$ cat src/rtl/assert_macros.svh
// Assertion macros used by the top-level RTL file.
`ifndef ASSERT_MACROS_SVH
`define ASSERT_MACROS_SVH

// Property that must hold at every clock edge outside reset.
`define ASSERT_ALWAYS(lbl, clk, rst, expr, msg) \
  lbl: assert property (@(posedge clk) disable iff (rst) (expr)) else $error(msg);

// Consequent must hold in the cycle after the antecedent.
`define ASSERT_NEXT(lbl, clk, rst, ante, cons, msg) \
  lbl: assert property (@(posedge clk) disable iff (rst) (ante) |=> (cons)) else $error(msg);

`endif

$ cat src/rtl/pdl_pkg.sv
// Types and codes of the password door lock controller.
`default_nettype none
package pdl_pkg;

  // request kinds
  localparam logic [1:0] FUNC_PWD    = 2'd0;
  localparam logic [1:0] FUNC_CHOICE = 2'd1;
  localparam logic [1:0] FUNC_TICK   = 2'd2;

  // controller phases
  localparam logic [2:0] PH_SET_FIRST  = 3'd0;
  localparam logic [2:0] PH_SET_SECOND = 3'd1;
  localparam logic [2:0] PH_MENU       = 3'd2;
  localparam logic [2:0] PH_ENTER      = 3'd3;
  localparam logic [2:0] PH_OPEN       = 3'd4;
  localparam logic [2:0] PH_LOCK       = 3'd5;

  // reported steps
  localparam logic [2:0] STEP_SET   = 3'd0;
  localparam logic [2:0] STEP_MENU  = 3'd1;
  localparam logic [2:0] STEP_ENTER = 3'd2;
  localparam logic [2:0] STEP_OPEN  = 3'd3;
  localparam logic [2:0] STEP_WRONG = 3'd4;

  // motor commands
  localparam logic [1:0] MOTOR_STOP = 2'd0;
  localparam logic [1:0] MOTOR_CW   = 2'd1;
  localparam logic [1:0] MOTOR_CCW  = 2'd2;

  // register indexes
  localparam logic [2:0] REG_MAX_ATTEMPTS  = 3'd0;
  localparam logic [2:0] REG_OPEN_STOP     = 3'd1;
  localparam logic [2:0] REG_REVERSE_START = 3'd2;
  localparam logic [2:0] REG_CLOSE_DONE    = 3'd3;
  localparam logic [2:0] REG_LOCKOUT       = 3'd4;

  typedef struct packed {
    logic [2:0] max_attempts;
    logic [3:0] open_stop_tick;
    logic [3:0] reverse_start_tick;
    logic [3:0] close_done_tick;
    logic [3:0] lockout_ticks;
  } cfg_t;

  // report_valid sits in the lowest bit
  typedef struct packed {
    logic       buzzer_active;
    logic [1:0] motor_drive;
    logic [2:0] next_step;
    logic       report_valid;
  } res_t;

endpackage
`default_nettype wire

$ cat src/rtl/password_door_lock_controller_top.sv
// Top level of the password door lock controller.
//
// Input stream: s_tuser carries the request kind (password byte, menu
// choice, timer tick), s_tdata the byte. Output stream: one result per
// accepted request with the report flag, next step, motor command and
// buzzer state after that request.
// The result is valid in the cycle after the request is taken.
// Throughput: one request per cycle unless stalled; all state updates
// happen in one pass of compare and select logic ahead of a single
// result register. Input ready is high whenever the result register is
// empty or being drained in the same cycle, so a stalled receiver holds
// the result and stops further requests only while it holds one.
// Reset (rst, synchronous) returns to the first password entry, motor
// stopped, buzzer off, registers at their defaults; no result is pending.
// Configuration: cfg_we writes cfg_wdata into register cfg_addr at once;
// indexes beyond the last register are ignored.
`default_nettype none
`include "assert_macros.svh"
module password_door_lock_controller_top #(
  parameter int PASSWORD_LENGTH = 5
) (
  input  wire logic       clk,
  input  wire logic       rst,
  input  wire logic       cfg_we,
  input  wire logic [2:0] cfg_addr,
  input  wire logic [3:0] cfg_wdata,
  input  wire logic       s_tvalid,
  output logic            s_tready,
  input  wire logic [7:0] s_tdata,   // [7:0] data_byte
  input  wire logic [1:0] s_tuser,   // [1:0] func
  output logic            m_tvalid,
  input  wire logic       m_tready,
  output logic [7:0]      m_tdata    // [0] report_valid, [3:1] next_step,
                                     // [5:4] motor_drive, [6] buzzer_active
);
  import pdl_pkg::*;

  cfg_t cfg;
  res_t res;
  logic take;
  logic idx_ok;

  assign take = s_tvalid && s_tready;

  pdl_cfg_regs u_cfg (
    .clk       (clk),
    .rst       (rst),
    .cfg_we    (cfg_we),
    .cfg_addr  (cfg_addr),
    .cfg_wdata (cfg_wdata),
    .cfg       (cfg)
  );

  pdl_core #(
    .PASSWORD_LENGTH (PASSWORD_LENGTH)
  ) u_core (
    .clk       (clk),
    .rst       (rst),
    .cfg       (cfg),
    .take      (take),
    .func      (s_tuser),
    .data_byte (s_tdata),
    .res       (res),
    .idx_ok    (idx_ok)
  );

  pdl_out_reg u_out (
    .clk      (clk),
    .rst      (rst),
    .load     (take),
    .res      (res),
    .free     (s_tready),
    .m_tvalid (m_tvalid),
    .m_tready (m_tready),
    .m_tdata  (m_tdata)
  );

  `ASSERT_NEXT(a_result_follows, clk, rst, take, m_tvalid, "accepted request gave no result")
  `ASSERT_ALWAYS(a_no_buzz_while_moving, clk, rst, !(m_tvalid && m_tdata[6] && m_tdata[5:4] != MOTOR_STOP), "buzzer on while motor runs")
  `ASSERT_ALWAYS(a_step_needs_report, clk, rst, !(m_tvalid && !m_tdata[0] && m_tdata[3:1] != STEP_SET), "step without report")
  `ASSERT_ALWAYS(a_index_range, clk, rst, idx_ok, "byte index past password length")

endmodule
`default_nettype wire

$ cat src/rtl/pdl_cfg_regs.sv
// Configuration registers of the door lock controller.
`default_nettype none
module pdl_cfg_regs (
  input  wire logic         clk,
  input  wire logic         rst,
  input  wire logic         cfg_we,
  input  wire logic [2:0]   cfg_addr,
  input  wire logic [3:0]   cfg_wdata,
  output pdl_pkg::cfg_t     cfg
);
  import pdl_pkg::*;

  always_ff @(posedge clk) begin
    if (rst) begin
      cfg.max_attempts       <= 3'd3;
      cfg.open_stop_tick     <= 4'd5;
      cfg.reverse_start_tick <= 4'd6;
      cfg.close_done_tick    <= 4'd11;
      cfg.lockout_ticks      <= 4'd10;
    end else if (cfg_we) begin
      case (cfg_addr)
        REG_MAX_ATTEMPTS:  cfg.max_attempts       <= cfg_wdata[2:0];
        REG_OPEN_STOP:     cfg.open_stop_tick     <= cfg_wdata;
        REG_REVERSE_START: cfg.reverse_start_tick <= cfg_wdata;
        REG_CLOSE_DONE:    cfg.close_done_tick    <= cfg_wdata;
        REG_LOCKOUT:       cfg.lockout_ticks      <= cfg_wdata;
        default: ;
      endcase
    end
  end

endmodule
`default_nettype wire

$ cat src/rtl/pdl_core.sv
// Phase sequencer, password buffers and tick timing of the door lock.
`default_nettype none
module pdl_core #(
  parameter int PASSWORD_LENGTH = 5
) (
  input  wire logic         clk,
  input  wire logic         rst,
  input  wire pdl_pkg::cfg_t cfg,
  input  wire logic         take,
  input  wire logic [1:0]   func,
  input  wire logic [7:0]   data_byte,
  output pdl_pkg::res_t     res,
  output logic              idx_ok
);
  import pdl_pkg::*;

  localparam int IW = (PASSWORD_LENGTH > 1) ? $clog2(PASSWORD_LENGTH) : 1;
  localparam logic [IW-1:0] LAST_IDX = IW'(PASSWORD_LENGTH - 1);

  logic [7:0]    first_entry     [PASSWORD_LENGTH];
  logic [7:0]    stored_password [PASSWORD_LENGTH];

  logic [2:0]    phase, phase_next;
  logic [IW-1:0] byte_index, byte_index_next;
  logic          mismatch_seen, mismatch_seen_next;
  logic [2:0]    attempt_count, attempt_count_next;
  logic          chosen_action, chosen_action_next;
  logic [3:0]    tick_count, tick_count_next;
  logic [1:0]    motor_state, motor_state_next;
  logic          buzzer_state, buzzer_state_next;

  logic          byte_take;
  logic          cmp_ne;
  logic [2:0]    attempt_inc;
  logic [3:0]    tick_inc;
  logic          valid;
  logic [2:0]    step;

  assign byte_take   = take && (func == FUNC_PWD) &&
                       (phase inside {PH_SET_FIRST, PH_SET_SECOND, PH_ENTER});
  assign attempt_inc = attempt_count + 3'd1;
  assign tick_inc    = tick_count + 4'd1;

  always_comb begin
    case (phase)
      PH_SET_SECOND: cmp_ne = first_entry[byte_index] != data_byte;
      PH_ENTER:      cmp_ne = stored_password[byte_index] != data_byte;
      default:       cmp_ne = 1'b0;
    endcase
  end

  always_comb begin
    phase_next         = phase;
    byte_index_next    = byte_index;
    mismatch_seen_next = mismatch_seen;
    attempt_count_next = attempt_count;
    chosen_action_next = chosen_action;
    tick_count_next    = tick_count;
    motor_state_next   = motor_state;
    buzzer_state_next  = buzzer_state;
    valid              = 1'b0;
    step               = STEP_SET;

    if (byte_take) begin
      mismatch_seen_next = ((byte_index == '0) ? 1'b0 : mismatch_seen) | cmp_ne;
      byte_index_next    = (byte_index == LAST_IDX) ? '0 : byte_index + IW'(1);
      if (byte_index == LAST_IDX) begin
        case (phase)
          PH_SET_FIRST: phase_next = PH_SET_SECOND;
          PH_SET_SECOND: begin
            valid = 1'b1;
            if (!mismatch_seen_next) begin
              phase_next = PH_MENU;
              step       = STEP_MENU;
            end else begin
              phase_next = PH_SET_FIRST;
            end
          end
          default: begin
            valid = 1'b1;
            if (!mismatch_seen_next) begin
              attempt_count_next = '0;
              if (chosen_action) begin
                phase_next       = PH_OPEN;
                step             = STEP_OPEN;
                tick_count_next  = '0;
                motor_state_next = MOTOR_CW;
              end else begin
                phase_next = PH_SET_FIRST;
              end
            end else if (attempt_inc < cfg.max_attempts) begin
              attempt_count_next = attempt_inc;
              step               = STEP_ENTER;
            end else begin
              attempt_count_next = '0;
              phase_next         = PH_LOCK;
              step               = STEP_WRONG;
              tick_count_next    = '0;
              buzzer_state_next  = 1'b1;
            end
          end
        endcase
      end
    end else if (take && func == FUNC_CHOICE && phase == PH_MENU) begin
      chosen_action_next = data_byte != 8'd0;
      byte_index_next    = '0;
      phase_next         = PH_ENTER;
    end else if (take && func == FUNC_TICK && phase == PH_OPEN) begin
      tick_count_next = tick_inc;
      // first matching compare wins
      if (tick_inc == cfg.open_stop_tick) begin
        motor_state_next = MOTOR_STOP;
      end else if (tick_inc == cfg.reverse_start_tick) begin
        motor_state_next = MOTOR_CCW;
      end else if (tick_inc == cfg.close_done_tick) begin
        motor_state_next = MOTOR_STOP;
        tick_count_next  = '0;
        phase_next       = PH_MENU;
      end
    end else if (take && func == FUNC_TICK && phase == PH_LOCK) begin
      tick_count_next = tick_inc;
      if (tick_inc == cfg.lockout_ticks) begin
        buzzer_state_next = 1'b0;
        tick_count_next   = '0;
        phase_next        = PH_MENU;
      end
    end
  end

  always_ff @(posedge clk) begin
    if (rst) begin
      phase         <= PH_SET_FIRST;
      byte_index    <= '0;
      mismatch_seen <= 1'b0;
      attempt_count <= '0;
      chosen_action <= 1'b0;
      tick_count    <= '0;
      motor_state   <= MOTOR_STOP;
      buzzer_state  <= 1'b0;
    end else begin
      phase         <= phase_next;
      byte_index    <= byte_index_next;
      mismatch_seen <= mismatch_seen_next;
      attempt_count <= attempt_count_next;
      chosen_action <= chosen_action_next;
      tick_count    <= tick_count_next;
      motor_state   <= motor_state_next;
      buzzer_state  <= buzzer_state_next;
    end
  end

  // The second entry goes straight into the stored password; a mismatch
  // sends the phase back to the first entry, so a partial copy is never read.
  always_ff @(posedge clk) begin
    if (byte_take && phase == PH_SET_FIRST) first_entry[byte_index] <= data_byte;
    if (byte_take && phase == PH_SET_SECOND) stored_password[byte_index] <= data_byte;
  end

  assign res.report_valid  = valid;
  assign res.next_step     = step;
  assign res.motor_drive   = motor_state_next;
  assign res.buzzer_active = buzzer_state_next;
  assign idx_ok            = byte_index <= LAST_IDX;

endmodule
`default_nettype wire

$ cat src/rtl/pdl_out_reg.sv
// Result register between the controller and the output stream.
`default_nettype none
module pdl_out_reg (
  input  wire logic         clk,
  input  wire logic         rst,
  input  wire logic         load,
  input  wire pdl_pkg::res_t res,
  output logic              free,
  output logic              m_tvalid,
  input  wire logic         m_tready,
  output logic [7:0]        m_tdata
);
  import pdl_pkg::*;

  res_t res_q;

  // space opens when the register is empty or the held result leaves in this cycle
  assign free = !m_tvalid || m_tready;

  always_ff @(posedge clk) begin
    if (rst) begin
      m_tvalid <= 1'b0;
    end else begin
      m_tvalid <= load || (m_tvalid && !m_tready);
    end
  end

  always_ff @(posedge clk) begin
    if (load) res_q <= res;
  end

  assign m_tdata = {1'b0, res_q};

endmodule
`default_nettype wire

$ cat config.mk
export PLATFORM = sky130hd
export DESIGN_NAME = password_door_lock_controller_top
export DESIGN_NICKNAME = d
export VERILOG_FILES = /design/src/rtl/pdl_pkg.sv /design/src/rtl/password_door_lock_controller_top.sv /design/src/rtl/pdl_cfg_regs.sv /design/src/rtl/pdl_core.sv /design/src/rtl/pdl_out_reg.sv
export VERILOG_INCLUDE_DIRS = /design/src /design/src/rtl
export SDC_FILE = /design/constraint.sdc
export NUM_CORES = 1
export LEC_CHECK = 0
export BUFFER_PORTS_ARGS = -buffer_cell sky130_fd_sc_hd__clkbuf_2
export CAP_MARGIN = 20
export CORE_MARGIN = 5
export CORE_UTILIZATION = 68
export CTS_BUF_LIST = sky130_fd_sc_hd__clkbuf_8
export CTS_CLUSTER_SIZE = 12
export DETAILED_ROUTE_END_ITERATION = 12
export PLACE_DENSITY = 0.86
export SKIP_CTS_REPAIR_TIMING = 1
export SLEW_MARGIN = 20
export SYNTH_ARGS = -nofsm -noshare
export SYNTH_HDL_FRONTEND = slang
export SYNTH_SLANG_ARGS = --single-unit
$ cat constraint.sdc
create_clock -name clk -period 5.3 [get_ports clk]
set_input_delay 0.53 -clock clk [delete_from_list [all_inputs] [get_ports clk]]
set_output_delay 0.53 -clock clk [all_outputs]
set_load 0.05 [all_outputs]
==> results of run 1 <==
## state kept, by name (all words and copies together), names as in the netlist, named ones only
signal                  count
u_out.m_tvalid              1
u_core.attempt_count        3
u_core.stored_password     40
u_core.byte_index           3
u_core.tick_count           4
u_core.buzzer_state         1
u_core.motor_state          2
u_core.chosen_action        1
u_core.first_entry         40
u_out.m_tdata               7
u_cfg.cfg                  19
u_core.mismatch_seen        1
u_core.phase                3
## per-stage QoR
step                      hold WS (ns)  total power [uW]  instances  utilization  setup WS [ns]
after floorplan                  0.436              1180        478            -           2.13
after global placement           0.444              1210        597        0.710           1.63
after detailed placement         0.460              1220        597        0.711           1.46
after CTS                        0.333              2040        629        0.757           1.46
after global routing             0.347              2100        629        0.758           1.65
final                            0.357              2030        629        0.758           1.84
## cell usage in the layout, fill, tap and decap left out, types with 3 or more instances in the layout
master / count
xor2_1: 12
buf_4: 3
nor2_1: 37
nand2_1: 37
nand3_1: 17
inv_6: 5
and3_1: 3
inv_8: 5
clkbuf_2: 30
ha_1: 6
nor3b_1: 3
o22ai_1: 6
edfxtp_1: 87
inv_1: 18
nor2b_1: 9
a211oi_1: 5
nor3_1: 12
clkbuf_8: 17
nand3b_1: 3
o21ai_1: 4
o31ai_1: 3
a21oi_1: 12
mux2i_1: 21
o21ai_0: 11
xnor2_1: 17
nor4_1: 7
nor3_2: 3
nand2b_1: 9
a31oi_1: 6
dfxtp_1: 40
or3_1: 3
mux4_2: 16
## routing by layer
layer	wire length, um	GRT usage	vias up
li1	-	-	1855
met3	1040	0.0577	34
met2	5930	0.380	221
met5	0	0	-
met4	288	0.0986	0
met1	5170	0.358	1934
## path summary, 6_finish.rpt
path,from,end,cells after the start
max,register,u_core.tick_count[3],8
min,s_tvalid,u_out.m_tvalid,3
max reg2reg,register,u_core.tick_count[3],8
min reg2reg,u_cfg.cfg[16],u_cfg.cfg[16],2
## worst max-delay path: cells and delay by family (launching register included)
| kind | cells | cell delay (ns) |
|---|---|---|
| AO/OA/AOI/OAI | 6 | 1.81 |
| flip-flops | 1 | 0.71 |
| multiplexers | 1 | 0.60 |
| AND/OR/NAND/NOR | 1 | 0.20 |
## power by group through the flow
stage	clock network [uW]	logic, uW	registers [uW]
floorplan	0	64.7	1110
global placement	0	105	1100
detailed placement	0	110	1100
CTS	844	110	1080
global route	897	120	1080
finish	835	112	1080
## Yosys cell counts (3+ instances only)
cell       n
a211oi_1   5
a21oi_1   12
a31oi_1    6
and3_1     3
buf_1      3
buf_2      3
buf_4      3
clkbuf_1   9
dfxtp_1   41
edfxtp_1  87
ha_1       6
inv_1     18
mux2i_1   21
mux4_2    16
nand2_1   37
nand2b_1   9
nand3_1   17
nand3b_1   3
nor2_1    37
nor2b_1    9
nor3_1    15
nor3b_1    3
nor4_1     7
o21ai_0   11
o21ai_1    4
o22ai_1    6
o31ai_1    3
or3_1      3
xnor2_1   17
xor2_1    12
## cells by family after synthesis
group                      Yosys count
and+or+nand+nor                    159
DFF                                128
xor gates and xnor gates            30
muxes                               38
buffers and inverters               41
AOI/OAI and AO/OA                   75
adders and majority gates            6
other                                1
## layout make-up
type	count	area (sq um)	area share
clock buffer	17	234	0.0359
clock inverter	15	163	0.0250
inverter	19	71.3	0.0110
multi-input combinational	309	2300	0.353
sequential	128	3430	0.527
tap	108	135	0.0208
timing repair buffer	33	173	0.0265
==> flow_summary.ini, run 1 <==
[synth]
synth_nets = 506
synth_top_family_by_area = simple AND/OR/NAND/NOR gates
synthSimpleGateAreaFrac = 0.139
synth_area_leader_cell = edfxtp_1
synth_seq_cells = 128
synth_cell_types = 67
synth_compound_area_frac = 0.0892
synthXorXnorAreaFrac = 0.0468
seq_area_frac_synth = 0.581
syn_inst = 478
synth_area_sq_um = 5910
async_flop_share = 0
yosysWarnings = 0
synth_top_area_share = 0.442
synth-main-ff-cell = edfxtp_1
synth_area_per_cell_sq_um = 12.4
synthMuxAreaShare = 0.0985
synth_adder_area_share = 0.0127
synth_edf_count = 87
synth.area.top_cells = edfxtp_1 44%, dfxtp_1 14%, mux4_2 6.1%

[pwr]
p_seq_frac = 0.533
power_density_nw_per_um2 = 312
intPower_uw = 1510
p_leak_uw = 0.00232
ir_drop_v = 0.000222
p_clk_frac = 0.412
p_sw_frac = 0.257
pwr-share-comb = 0.055
switching_power_uw = 521

[worst_setup_path]
critical_path_class = reg2reg
crit_chain = mux4_2 > and2_1 > a2111o_1 > a22oi_1 > a41oi_1 > o31a_1 > a211oi_4 > o22ai_1
path_max_fanout = 16
slowest_delay_ns = 0.71
arrival_ns = 3.75
ff2ff_setup_slack_ns = 1.84
endpoint_kind = register
crit_path_top_delay_cell = dfxtp_2
crit_required_ns = 5.59
startpoint_type = register

[floorplanning]
pin_count = 32
rows = 34
die_h_um = 103
die-width_um = 103
die_area_sq_um = 10600
core_area_sq_um = 8590
start_util = 0.687

[final_layout]
drive_above_1_share = 0.180
final_area_sq_um = 6510
diodes = 0
area_growth_syn_to_layout_pct = 10.3
finalNetCount = 536
fillers = 547

[placed_design]
gp_congestion = 0.877
numPortBuffers = 30
post_dp_cell_area_sq_um = 6110
hpwl_um = 8610

[clocking]
cts_tree = built
ctsRootBufferMaster = clkbuf_8
clkSinkCount = 128
clk_pin_slew_ns = 0.08
h-tree-depth = 4
insertion_delay_ns = 0.43
cts_buffer_depth = 2
numCtsBuffers = 17

[route]
totalWireLength_um = 12400
viasPerCell = 6.43
drc = 0
wl_per_cell_um = 19.8
drt_first_pass_iters = 7
vias = 4044
drtIter0Drc = 395
ant_nets = 0

[global_route]
first_global_vias = 3902
grt_pass1_wl_um = 20000
overflow = 0
grt_max_degree = 22
antenna_found_initial = 0
grt.total_usage = 0.251

[run_status]
status = finished, final reports clean

[sta]
setup_viol = 0
period_share = 0.654
slew_headroom = 0.429
rsz0062_at_grt = no
finalSetupTns_ns = 0
final_hold_viol_count = 0
slew_viol_final = 0
clock_skew_ns = 0.0120
tightest_slew_ns = 0.850
period_needed_ns = 3.46
fmax_mhz = 289

[run]
drv_cap = 0

[worst_hold_path]
hold_class = in2reg
(Power assumes the default switching activity.)
==> run 2, diff against run 1 <==
--- a/config.mk
+++ b/config.mk
@@ -9,11 +9,11 @@
 export BUFFER_PORTS_ARGS = -buffer_cell sky130_fd_sc_hd__clkbuf_2
 export CAP_MARGIN = 20
 export CORE_MARGIN = 5
-export CORE_UTILIZATION = 68
+export CORE_UTILIZATION = 63
 export CTS_BUF_LIST = sky130_fd_sc_hd__clkbuf_8
 export CTS_CLUSTER_SIZE = 12
 export DETAILED_ROUTE_END_ITERATION = 12
-export PLACE_DENSITY = 0.86
+export PLACE_DENSITY = 0.81
 export SKIP_CTS_REPAIR_TIMING = 1
 export SLEW_MARGIN = 20
 export SYNTH_ARGS = -nofsm -noshare
==> constraint.sdc (replaced) <==
create_clock -name clk -period 3.4 [get_ports clk]
set_input_delay 0.34 -clock clk [delete_from_list [all_inputs] [get_ports clk]]
set_output_delay 0.34 -clock clk [all_outputs]
set_load 0.05 [all_outputs]
==> run 2 against run 1 <==
Effect of this change:
- clock-buffer cell count unchanged
- die area is 7.2% higher
- maximum frequency increased by 9.0%
- largest power group unchanged
- largest cell class unchanged
- critical path depth unchanged
- power increased by 63%
- combinational power is 70% higher
- setup slack lost 1.6 ns
- critical endpoint unchanged
- non-clock buffer count up 14
- global-route usage decreased by 0.65 points
- clock power increased by 72%
==> flow_summary.ini, run 2 (synthesis gave the netlist of run 1 again) <==
[run_status]
status = finished, final reports clean

[worst_setup_path]
endpoint_kind = register
crit_required_ns = 3.70
path_max_fanout = 11
slowest_delay_ns = 0.57
critical_path_class = reg2reg
arrival_ns = 3.48
crit_path_top_delay_cell = or4_4
startpoint_type = register
crit_chain = nand3b_4 > or4_1 > o211ai_1 > a41oi_1 > or4_4 > o31a_1 > a211oi_4 > o22ai_1

[pwr]
power_density_nw_per_um2 = 497
ir_drop_v = 0.000339
switching_power_uw = 758
p_sw_frac = 0.229
p_seq_frac = 0.508
p_leak_uw = 0.00241
pwr-share-comb = 0.057
p_clk_frac = 0.434
intPower_uw = 2550

[sta]
tightest_slew_ns = 0.826
period_needed_ns = 3.18
period_share = 0.935
whs_ns = 0.155
final_hold_viol_count = 0
rsz0062_at_grt = no
setup_ws_ns = 0.222
slew_viol_final = 0
setup_viol = 0
clock_skew_ns = 0.0136
finalSetupTns_ns = 0
fmax_mhz = 315
slew_headroom = 0.447

[route]
wl_per_cell_um = 20.2
drc = 0
viasPerCell = 6.32
drtIter0Drc = 335
drt_first_pass_iters = 5
ant_nets = 0
vias = 4082
totalWireLength_um = 13000

[final_layout]
final_cell_mix = 87 x edfxtp_1, 41 x dfxtp_1, 37 x nand2_1, 37 x nor2_1, 30 x clkbuf_2
finalNetCount = 550
diodes = 0
drive_above_1_share = 0.193
mostFrequentLayoutCell = edfxtp_1
final_area_sq_um = 6660
largestRegisters = u_core.first_entry: 40 flops, u_core.stored_password: 40 flops, u_cfg.cfg: 19 flops
area_growth_syn_to_layout_pct = 12.7

[global_route]
antenna_found_initial = 0
grtUsageMet2 = 0.389
grt.total_usage = 0.245
grt_util_met3 = 0.0584
met1_usage = 0.331
grt_pass1_wl_um = 21400
overflow = 0
grt_max_degree = 22
busiest_layer = met2
first_global_vias = 4129

[run]
drv_cap = 0

[floorplanning]
start_util = 0.642
die_area_sq_um = 11400
die_h_um = 107
die-width_um = 107
rows = 35
core_area_sq_um = 9200
pin_count = 32

[placed_design]
post_dp_cell_area_sq_um = 6220
dp_slack_ns = 0.288
numPortBuffers = 30
gp_congestion = 0.868
hpwl_um = 8840

[clocking]
cts_buffer_depth = 2
insertion_delay_ns = 0.44
cts_tree = built
clkSinkCount = 128
h-tree-depth = 4
ctsRootBufferMaster = clkbuf_8
clk_pin_slew_ns = 0.08
numCtsBuffers = 17

[worst_hold_path]
hold_class = in2reg
==> run 2: changes by cell type in the layout (fill, tap and decap cells not counted), moves of 3 or more <==
cell / delta
nor3_2: -3
buf_4: +13
bufinv_16: +3
inv_8: -5
nor3_1: +3
==> run 2: power by group through the flow <==
stage | logic, uW | registers (uW) | clock network, uW
global placement | 181 | 1720 | 0
finish | 190 | 1680 | 1440
floorplan | 101 | 1730 | 0
CTS | 188 | 1680 | 1460
detailed placement | 186 | 1720 | 0
global route | 204 | 1680 | 1530
==> run 2: metrics by stage <==
stage / cells / power, uW / util
floorplan: 478 / 1830 / -
global placement: 614 / 1900 / 0.676
detailed placement: 614 / 1900 / 0.676
CTS: 646 / 3330 / 0.724
global route: 646 / 3420 / 0.724
finish: 646 / 3310 / 0.724
==> run 2: cell type report <==
| cell class | count | area [sq um] |
|---|---|---|
| clock buffers | 17 | 234 |
| clock inverters | 15 | 204 |
| fillers | 629 | 2540 |
| inverters | 19 | 71.3 |
| multi-input cells | 309 | 2290 |
| flip-flops and latches | 128 | 3430 |
| well taps | 111 | 139 |
| repair buffers | 47 | 290 |
==> run 2: routing by layer <==
| metal | vias to the layer above | wire length, um |
|---|---|---|
| met5 | - | 0 |
| met4 | 0 | 314 |
| met3 | 35 | 977 |
| met2 | 192 | 6260 |
| met1 | 1980 | 5500 |
| li1 | 1875 | - |
==> run 2: path summary, 6_finish.rpt <==
kind	startpoint	end	slack (ns)	depth (start not counted)
hold reg to reg	u_core.buzzer_state	u_core.buzzer_state	0.49	2
hold / removal	s_tvalid	u_out.m_tvalid	0.16	3
setup / recovery	u_core.phase[1]	u_core.tick_count[3]	0.22	8
setup reg to reg	u_core.phase[1]	u_core.tick_count[3]	0.22	8
==> run 2: worst max-delay path: cells and delay by family, from the launching register on <==
| kind | cells | cell delay, ns |
|---|---|---|
| AOI/OAI and AO/OA | 5 | 1.14 |
| DFF | 1 | 0.56 |
| and+or+nand+nor | 3 | 1.32 |
